[config.mk]
export PLATFORM = sky130hd
export DESIGN_NAME = third_mesh_extent_enumerator_flat
export DESIGN_NICKNAME = d
export VERILOG_FILES = /design/src/design/tmee_pkg.sv /design/src/design/tmee_req_if.sv /design/src/design/tmee_res_if.sv /design/src/design/tmee_corner.sv /design/src/design/third_mesh_extent_enumerator.sv /design/src/flat_wrapper.sv
export SDC_FILE = /design/constraint.sdc
export NUM_CORES = 2
export LEC_CHECK = 0
export ABC_AREA = 1
export BUFFER_PORTS_ARGS = -buffer_cell sky130_fd_sc_hd__clkbuf_2
export CORE_UTILIZATION = 25
export CTS_CLUSTER_DIAMETER = 40
export CTS_CLUSTER_SIZE = 12
export DETAILED_ROUTE_END_ITERATION = 7
export PLACE_DENSITY = 0.4
export SYNTH_ARGS = -nofsm -noshare
export SYNTH_HDL_FRONTEND = slang
export SYNTH_SLANG_ARGS = --single-unit
[constraint.sdc]
create_clock -name clk -period 9.2 [get_ports clk]
set_input_delay 0.46 -clock clk [delete_from_list [all_inputs] [get_ports clk]]
set_output_delay 0.46 -clock clk [all_outputs]
set_load 0.1 [all_outputs]
[src/design/tmee_pkg.sv]
`timescale 1ns / 1ps
// ----------------------------------------------------------------------------
// tmee_pkg
// Shared widths, constants, types and digit split for the third-level mesh
// extent enumerator.
// ----------------------------------------------------------------------------
package tmee_pkg;

  localparam int LAT_W = 22;
  localparam int LON_W = 23;
  localparam int IDX_W = 13;
  localparam int DEC_W = 10;

  localparam logic [LAT_W-1:0] LAT_MAX = 22'd2399999;
  localparam logic [LON_W-1:0] LON_MIN = 23'd3600000;
  localparam logic [LON_W-1:0] LON_MAX = 23'd7199999;

  // lat / 300 = (lat >> 2) / 75, lon offset / 450 = (off >> 1) / 225
  localparam logic [19:0] LAT_RECIP = 20'd894785;
  localparam int          LAT_SHIFT = 26;
  localparam logic [21:0] LON_RECIP = 22'd2386093;
  localparam int          LON_SHIFT = 29;

  // idx / 10 by reciprocal
  localparam logic [IDX_W-1:0] DEC_RECIP = 13'd6554;
  localparam int               DEC_SHIFT = 16;
  localparam logic [IDX_W-1:0] TEN       = 13'd10;

  localparam logic CMD_LOAD = 1'b0;
  localparam logic CMD_NEXT = 1'b1;

  typedef logic [IDX_W-1:0] idx_t;

  typedef struct packed {
    logic [6:0] coarse;
    logic [2:0] middle;
    logic [3:0] fine;
  } digits_t;

  function automatic digits_t split_index(input idx_t idx);
    logic [2*IDX_W-1:0] prod;
    logic [DEC_W-1:0]   tens;
    idx_t               rem;
    digits_t            d;
    prod     = (2*IDX_W)'(idx) * (2*IDX_W)'(DEC_RECIP);
    tens     = prod[DEC_SHIFT +: DEC_W];
    rem      = idx - IDX_W'(tens) * TEN;
    d.coarse = tens[DEC_W-1:3];
    d.middle = tens[2:0];
    d.fine   = rem[3:0];
    return d;
  endfunction

endpackage

[src/design/tmee_req_if.sv]
`timescale 1ns / 1ps
// ----------------------------------------------------------------------------
// tmee_req_if
// Request channel: command and latitude/longitude box.
// ----------------------------------------------------------------------------
interface tmee_req_if;
  logic                        valid;
  logic                        ready;
  logic                        cmd;
  logic [tmee_pkg::LAT_W-1:0]  min_lat;
  logic [tmee_pkg::LON_W-1:0]  min_lon;
  logic [tmee_pkg::LAT_W-1:0]  max_lat;
  logic [tmee_pkg::LON_W-1:0]  max_lon;

  modport source (output valid, cmd, min_lat, min_lon, max_lat, max_lon, input ready);
  modport sink (input valid, cmd, min_lat, min_lon, max_lat, max_lon, output ready);
endinterface

[src/design/tmee_res_if.sv]
`timescale 1ns / 1ps
// ----------------------------------------------------------------------------
// tmee_res_if
// Result channel: one mesh code or an empty result per request.
// ----------------------------------------------------------------------------
interface tmee_res_if;
  logic       valid;
  logic       ready;
  logic       valid_res;
  logic       last;
  logic [6:0] coarse_row;
  logic [6:0] coarse_col;
  logic [2:0] middle_row;
  logic [2:0] middle_col;
  logic [3:0] fine_row;
  logic [3:0] fine_col;

  modport source (output valid, valid_res, last, coarse_row, coarse_col, middle_row,
                  middle_col, fine_row, fine_col, input ready);
  modport sink (input valid, valid_res, last, coarse_row, coarse_col, middle_row,
                middle_col, fine_row, fine_col, output ready);
endinterface

[src/design/tmee_corner.sv]
`timescale 1ns / 1ps
// ----------------------------------------------------------------------------
// tmee_corner
// Saturates one box corner and converts it to row and column cell indexes.
// ----------------------------------------------------------------------------
module tmee_corner (
  input  logic [tmee_pkg::LAT_W-1:0] lat,
  input  logic [tmee_pkg::LON_W-1:0] lon,
  output tmee_pkg::idx_t             row,
  output tmee_pkg::idx_t             col
);

  logic [tmee_pkg::LAT_W-1:0] lat_sat;
  logic [tmee_pkg::LON_W-1:0] lon_sat;
  logic [tmee_pkg::LON_W-1:0] lon_off;
  logic [39:0]                lat_prod;
  logic [42:0]                lon_prod;

  always_comb begin
    if (lat > tmee_pkg::LAT_MAX) begin
      lat_sat = tmee_pkg::LAT_MAX;
    end else begin
      lat_sat = lat;
    end
    priority if (lon < tmee_pkg::LON_MIN) begin
      lon_sat = tmee_pkg::LON_MIN;
    end else if (lon > tmee_pkg::LON_MAX) begin
      lon_sat = tmee_pkg::LON_MAX;
    end else begin
      lon_sat = lon;
    end
    lon_off  = lon_sat - tmee_pkg::LON_MIN;
    lat_prod = 40'(lat_sat[21:2]) * 40'(tmee_pkg::LAT_RECIP);
    lon_prod = 43'(lon_off[21:1]) * 43'(tmee_pkg::LON_RECIP);
    row      = lat_prod[tmee_pkg::LAT_SHIFT +: tmee_pkg::IDX_W];
    col      = lon_prod[tmee_pkg::LON_SHIFT +: tmee_pkg::IDX_W];
  end

endmodule

[src/design/third_mesh_extent_enumerator.sv]
`timescale 1ns / 1ps
// ----------------------------------------------------------------------------
// third_mesh_extent_enumerator
// Loads a latitude/longitude box and walks its third-level mesh codes.
// ----------------------------------------------------------------------------
// One request per clock while the result side accepts results. The request
// passes an input register, a register after the corner-to-index
// multipliers, and the result register behind the row/column counters and
// digit split. A load request returns an empty result; each next request
// returns the next code of the box in row-major order, or an empty result
// when no walk is running (empty box, run done, or no load since reset).
module third_mesh_extent_enumerator (
  input  logic           clk,
  input  logic           rst,
  tmee_req_if.sink       req,
  tmee_res_if.source     res
);

  // input stage
  logic                       v0;
  logic                       cmd0;
  logic [tmee_pkg::LAT_W-1:0] min_lat0;
  logic [tmee_pkg::LON_W-1:0] min_lon0;
  logic [tmee_pkg::LAT_W-1:0] max_lat0;
  logic [tmee_pkg::LON_W-1:0] max_lon0;

  // index stage
  logic           v1;
  logic           cmd1;
  tmee_pkg::idx_t min_row1;
  tmee_pkg::idx_t min_col1;
  tmee_pkg::idx_t max_row1;
  tmee_pkg::idx_t max_col1;
  tmee_pkg::idx_t min_row_c;
  tmee_pkg::idx_t min_col_c;
  tmee_pkg::idx_t max_row_c;
  tmee_pkg::idx_t max_col_c;

  // enumeration state
  tmee_pkg::idx_t cur_row;
  tmee_pkg::idx_t cur_col;
  tmee_pkg::idx_t start_col;
  tmee_pkg::idx_t end_row;
  tmee_pkg::idx_t end_col;
  logic           running;

  logic             v2;
  logic             rdy0;
  logic             rdy1;
  logic             rdy2;
  logic             row_end;
  logic             col_end;
  tmee_pkg::digits_t row_dig;
  tmee_pkg::digits_t col_dig;

  assign rdy2      = !v2 || res.ready;
  assign rdy1      = !v1 || rdy2;
  assign rdy0      = !v0 || rdy1;
  assign req.ready = rdy0;
  assign res.valid = v2;

  tmee_corner u_min (
    .lat (min_lat0),
    .lon (min_lon0),
    .row (min_row_c),
    .col (min_col_c)
  );

  tmee_corner u_max (
    .lat (max_lat0),
    .lon (max_lon0),
    .row (max_row_c),
    .col (max_col_c)
  );

  assign row_end = (cur_row >= end_row);
  assign col_end = (cur_col >= end_col);
  assign row_dig = tmee_pkg::split_index(cur_row);
  assign col_dig = tmee_pkg::split_index(cur_col);

  always_ff @(posedge clk) begin
    if (rst) begin
      v0      <= 1'b0;
      v1      <= 1'b0;
      v2      <= 1'b0;
      running <= 1'b0;
    end else begin
      if (rdy0) begin
        v0 <= req.valid;
      end
      if (rdy1) begin
        v1 <= v0;
      end
      if (rdy2) begin
        v2 <= v1;
      end
      // request transfer into input register
      if (req.valid && rdy0) begin
        cmd0     <= req.cmd;
        min_lat0 <= req.min_lat;
        min_lon0 <= req.min_lon;
        max_lat0 <= req.max_lat;
        max_lon0 <= req.max_lon;
      end
      if (v0 && rdy1) begin
        cmd1     <= cmd0;
        min_row1 <= min_row_c;
        min_col1 <= min_col_c;
        max_row1 <= max_row_c;
        max_col1 <= max_col_c;
      end
      if (v1 && rdy2) begin
        res.valid_res  <= 1'b0;
        res.last       <= 1'b0;
        res.coarse_row <= '0;
        res.coarse_col <= '0;
        res.middle_row <= '0;
        res.middle_col <= '0;
        res.fine_row   <= '0;
        res.fine_col   <= '0;
        if (cmd1 == tmee_pkg::CMD_LOAD) begin
          cur_row   <= min_row1;
          cur_col   <= min_col1;
          start_col <= min_col1;
          end_row   <= max_row1;
          end_col   <= max_col1;
          running   <= (max_row1 >= min_row1) && (max_col1 >= min_col1);
        end else if (running) begin
          res.valid_res  <= 1'b1;
          res.last       <= row_end && col_end;
          res.coarse_row <= row_dig.coarse;
          res.coarse_col <= col_dig.coarse;
          res.middle_row <= row_dig.middle;
          res.middle_col <= col_dig.middle;
          res.fine_row   <= row_dig.fine;
          res.fine_col   <= col_dig.fine;
          if (!col_end) begin
            cur_col <= cur_col + 1'b1;
          end else begin
            cur_col <= start_col;
            if (!row_end) begin
              cur_row <= cur_row + 1'b1;
            end else begin
              running <= 1'b0;
            end
          end
        end
      end
    end
  end

endmodule

[src/flat_wrapper.sv]
// flat-port wrapper written by rule: the top's interface ports become plain ports
module third_mesh_extent_enumerator_flat 
  (clk, rst, req_valid, req_cmd, req_min_lat, req_min_lon, req_max_lat, req_max_lon, req_ready, res_valid, res_valid_res, res_last, res_coarse_row, res_coarse_col, res_middle_row, res_middle_col, res_fine_row, res_fine_col, res_ready);
  tmee_req_if req_i ();
  tmee_res_if res_i ();
  input  logic clk;
  input  logic rst;
  input wire logic [$bits(req_i.valid)-1:0] req_valid;
  input wire logic [$bits(req_i.cmd)-1:0] req_cmd;
  input wire logic [$bits(req_i.min_lat)-1:0] req_min_lat;
  input wire logic [$bits(req_i.min_lon)-1:0] req_min_lon;
  input wire logic [$bits(req_i.max_lat)-1:0] req_max_lat;
  input wire logic [$bits(req_i.max_lon)-1:0] req_max_lon;
  output wire logic [$bits(req_i.ready)-1:0] req_ready;
  output wire logic [$bits(res_i.valid)-1:0] res_valid;
  output wire logic [$bits(res_i.valid_res)-1:0] res_valid_res;
  output wire logic [$bits(res_i.last)-1:0] res_last;
  output wire logic [$bits(res_i.coarse_row)-1:0] res_coarse_row;
  output wire logic [$bits(res_i.coarse_col)-1:0] res_coarse_col;
  output wire logic [$bits(res_i.middle_row)-1:0] res_middle_row;
  output wire logic [$bits(res_i.middle_col)-1:0] res_middle_col;
  output wire logic [$bits(res_i.fine_row)-1:0] res_fine_row;
  output wire logic [$bits(res_i.fine_col)-1:0] res_fine_col;
  input wire logic [$bits(res_i.ready)-1:0] res_ready;
  assign req_i.valid = req_valid;
  assign req_i.cmd = req_cmd;
  assign req_i.min_lat = req_min_lat;
  assign req_i.min_lon = req_min_lon;
  assign req_i.max_lat = req_max_lat;
  assign req_i.max_lon = req_max_lon;
  assign req_ready = req_i.ready;
  assign res_valid = res_i.valid;
  assign res_valid_res = res_i.valid_res;
  assign res_last = res_i.last;
  assign res_coarse_row = res_i.coarse_row;
  assign res_coarse_col = res_i.coarse_col;
  assign res_middle_row = res_i.middle_row;
  assign res_middle_col = res_i.middle_col;
  assign res_fine_row = res_i.fine_row;
  assign res_fine_col = res_i.fine_col;
  assign res_i.ready = res_ready;
  third_mesh_extent_enumerator u_core (.clk(clk), .rst(rst), .req(req_i), .res(res_i));
endmodule
==> implementation parameters <==
Parameter                              Value

Setup path
  Slowest library cell on the worst path    sky130_fd_sc_hd__nor4_1
  Startpoint type of the worst setup path    flop
  Cell family contributing the most delay on the critical path    adder cells
  Endpoint type of the worst setup path    flop
  Critical Path Most Common Cell    sky130_fd_sc_hd__nand2_1
  Class of the most critical setup path    flop to flop
  Worst-path maximum fanout    24
  CP Buf/Inv Count    6
  Worst Path Required    9600 ps
  Critical Path Max Stage Delay    620 ps
  CP arrival    8350 ps

Die
  Standard-cell row count    153
  DIE HEIGHT    423 um
  Initial standard-cell utilization of the core    25.3%
  Chip Width    423 um
  Core outline area    175000 sq um
  Die footprint    179000 sq um
  I/O pins    127

Clocking
  Largest buffer count on any clock path    3
  Hold bufs inserted after CTS    86
  Clock sink count    237
  PostCTS Resize Cnt    0
  TritonCTS clock tree    built
  Cell at the root of the clock tree    sky130_fd_sc_hd__clkbuf_16
  Worst skew pair latency    670 ps
  TritonCTS buffer count    52
  Setup Fix Bufs, Post-CTS    0
  Maximum level of the CTS H-tree    2
  Worst-path clk slew    50 ps

Drt
  Post-detailed-route count of antenna-violating nets    0
  Detailed-route via count    30900
  Count of TritonRoute iterations in the first routing pass    5
  Starting DRT DRC Count    1019
  Wirelength per Cell    15.3 um
  Final wirelength    113000 um
  Per-cell via count in the routed design    4.16
  DRC violations left    0

Outcome
  Outcome    finished clean

Placement
  Port buffer count    120
  Placed cell count    7234
  Gp weighted congestion    0.824
  HPWL Detailed    99900 um

Logic synthesis
  Total of flip-flops plus latches after synthesis    237
  Ys Warns    0
  Simple-gate share of the synthesized area    9.98%
  Mapped Area    44200 sq um
  Mapped Cells    4782
  Area share of xor/xnor cells in the synthesized design    2.00%
  Fraction of the mapped netlist area in adder cells    53.9%
  Mux contribution to synthesized area    0%
  Post-synthesis net count    6430
  Seq/Total Area, Yosys    16.0%
  Syn avg cell area    9.25 sq um
  Asr flop ratio synth    0%
  Number of distinct library cells after synthesis    56
  Compound-gate portion of the synthesized area    6.81%
  EDFF count, synth    233
  Main synth FF type    sky130_fd_sc_hd__edfxtp_1
  Dominant combinational cell family by area after synthesis    adder cells

Flow run
  MaxCap Viol Count    0

Global route
  Aggregate global routing overflow    0
  Via count of the first global-routing pass    33400
  Wire length of the first global-routing pass    184000 um
  Largest net degree at the start of global routing    54
  All-layer global routing usage    13.0%
  Antenna violations before repair    1

STA
  Setup repair after global routing missed its margin    false
  Hold Violations, Final    0
  Accumulated negative setup slack    0 ps
  Period minus WS final    7950 ps
  Rel. slew slack    33.9%
  Part of the cycle the worst path needs    86.4%
  Count of endpoints failing setup in the final report    0
  Maximum clock frequency    0.126 GHz
  Slew at the pin closest to its max-slew limit    989 ps
  Max Transition Viols Final    0
  Clk_skew    39.9 ps

Cells and area
  Layout cells sized above 1    5.79%
  Net total in the final layout    6697
  Antenna diode count    0
  Number of standard cells in the layout, taps in and fillers out    7417
  Fraction of the core area covered by cells at the end of the flow    29.0%
  Area growth, synth to finish    14.6%

Hold path
  Worst min-delay path class    input port to flop
-- area by class of cell --
| class | count | area, sq um |
|---|---|---|
| Clock buffer | 52 | 1300 |
| Clock inverter | 45 | 706 |
| Fill cell | 18500 | 124000 |
| Inverter | 1307 | 4910 |
| Multi-Input combinational cell | 3219 | 32100 |
| Sequential cell | 237 | 7080 |
| Tap cell | 2325 | 2910 |
| Timing Repair Buffer | 232 | 1660 |
-- synth_stat cells, types with 6 or more instances --
library cell | count | area share [%]
sky130_fd_sc_hd__a211oi_1 | 6 | 0.10
sky130_fd_sc_hd__a21boi_0 | 7 | 0.12
sky130_fd_sc_hd__a21o_1 | 29 | 0.49
sky130_fd_sc_hd__a21oi_1 | 221 | 2.5
sky130_fd_sc_hd__a221oi_1 | 6 | 0.12
sky130_fd_sc_hd__a31oi_1 | 25 | 0.35
sky130_fd_sc_hd__clkbuf_1 | 13 | 0.11
sky130_fd_sc_hd__edfxtp_1 | 233 | 16
sky130_fd_sc_hd__fa_1 | 584 | 26
sky130_fd_sc_hd__ha_1 | 969 | 27
sky130_fd_sc_hd__inv_1 | 1300 | 11
sky130_fd_sc_hd__inv_2 | 7 | 0.059
sky130_fd_sc_hd__nand2_1 | 529 | 4.5
sky130_fd_sc_hd__nand2_2 | 12 | 0.17
sky130_fd_sc_hd__nand3_1 | 103 | 1.2
sky130_fd_sc_hd__nand3_2 | 11 | 0.25
sky130_fd_sc_hd__nand4_1 | 43 | 0.61
sky130_fd_sc_hd__nor2_1 | 265 | 2.2
sky130_fd_sc_hd__nor3_1 | 38 | 0.43
sky130_fd_sc_hd__nor4_1 | 10 | 0.14
sky130_fd_sc_hd__o211ai_1 | 10 | 0.17
sky130_fd_sc_hd__o21a_1 | 20 | 0.34
sky130_fd_sc_hd__o21ai_0 | 162 | 1.8
sky130_fd_sc_hd__o21ai_1 | 6 | 0.068
sky130_fd_sc_hd__o21bai_1 | 10 | 0.17
sky130_fd_sc_hd__o31ai_1 | 6 | 0.10
sky130_fd_sc_hd__xnor2_1 | 36 | 0.71
sky130_fd_sc_hd__xor2_1 | 63 | 1.2
-- kinds of logic (layout without fill, tap and decap cells) --
logic type	Yosys count	after routing
buf+inv	1326	1636
fa+ha+maj	1553	1553
xor+xnor	100	100
simple gates	1036	1036
compound gates	530	530
flops	237	237
-- per-layer routing --
metal	wire length (um)	vias to the layer above	GRT usage, %	share of wire (%)
met5	8	-	0	0.0071
met4	2150	2	2.75	1.9
met3	2860	93	1.58	2.5
met2	49500	278	20.7	44
met1	58600	14700	18.9	52
li1	-	15800	-	-
-- tightest hold or removal path, cell delays in order --
cell,delay [ps]
sky130_fd_sc_hd__clkbuf_2,80
sky130_fd_sc_hd__inv_1,30
sky130_fd_sc_hd__nand2_1,110
sky130_fd_sc_hd__a21oi_1,80
-- placed cells by master (no fill, tap or decap), types with 10 or more instances in the layout --
cell and instances:
sky130_fd_sc_hd__nor2_1 264, sky130_fd_sc_hd__nor4_1 10, sky130_fd_sc_hd__o21a_1 20, sky130_fd_sc_hd__nand3_1 103
sky130_fd_sc_hd__o21bai_1 10, sky130_fd_sc_hd__nand4_1 43, sky130_fd_sc_hd__inv_1 1298, sky130_fd_sc_hd__a21oi_1 221
sky130_fd_sc_hd__o21ai_0 161, sky130_fd_sc_hd__xor2_1 63, sky130_fd_sc_hd__a21o_1 29, sky130_fd_sc_hd__buf_4 26
sky130_fd_sc_hd__a31oi_1 25, sky130_fd_sc_hd__edfxtp_1 233, sky130_fd_sc_hd__dlygate4sd3_1 86, sky130_fd_sc_hd__nand2_2 12
sky130_fd_sc_hd__clkbuf_2 120, sky130_fd_sc_hd__nand2_1 529, sky130_fd_sc_hd__bufinv_16 15, sky130_fd_sc_hd__nor3_1 38
sky130_fd_sc_hd__o211ai_1 10, sky130_fd_sc_hd__ha_1 969, sky130_fd_sc_hd__nand3_2 11, sky130_fd_sc_hd__fa_1 584
sky130_fd_sc_hd__clkbuf_16 52, sky130_fd_sc_hd__xnor2_1 36
-- state kept, by name, indices dropped and copies added, names as in the netlist, 3 cells and up --
register / flops
u_core.min_col1: 13
u_core.cur_row: 13
u_core.min_row1: 13
u_core.max_row1: 13
u_core.end_row: 13
u_core.res.fine_row: 4
u_core.cur_col: 13
u_core.res.coarse_row: 7
u_core.res.fine_col: 4
u_core.max_lat0: 20
u_core.min_lat0: 20
u_core.start_col: 13
u_core.max_lon0: 22
u_core.end_col: 13
u_core.min_lon0: 22
u_core.res.middle_col: 3
u_core.res.coarse_col: 7
u_core.res.middle_row: 3
u_core.max_col1: 13
-- metrics by stage --
stage | setup WS, ps | hold slack [ps] | instance area (sq um)
after floorplan | 2490 | 400 | 44200
final | 1250 | 133 | 50700
after global placement | 1190 | 442 | 47800
after CTS | 1170 | 69.2 | 50700
after detailed placement | 1150 | 445 | 47800
after global routing | 548 | 133 | 50700
-- final timing paths --
kind	start	endpoint	slack, ps	cells past startpoint
setup / recovery	u_core.min_lon0[22]	u_core.min_col1[8]	1250	31
hold / removal	res_ready	u_core.res.valid	130	4
setup reg to reg	u_core.min_lon0[22]	u_core.min_col1[8]	1250	31
hold reg to reg	u_core.min_col1[10]	u_core.start_col[10]	430	0
Power is left out: the tool's default activity adds up to more than one toggle a clock period on the data nets, which glitch-free logic cannot reach.
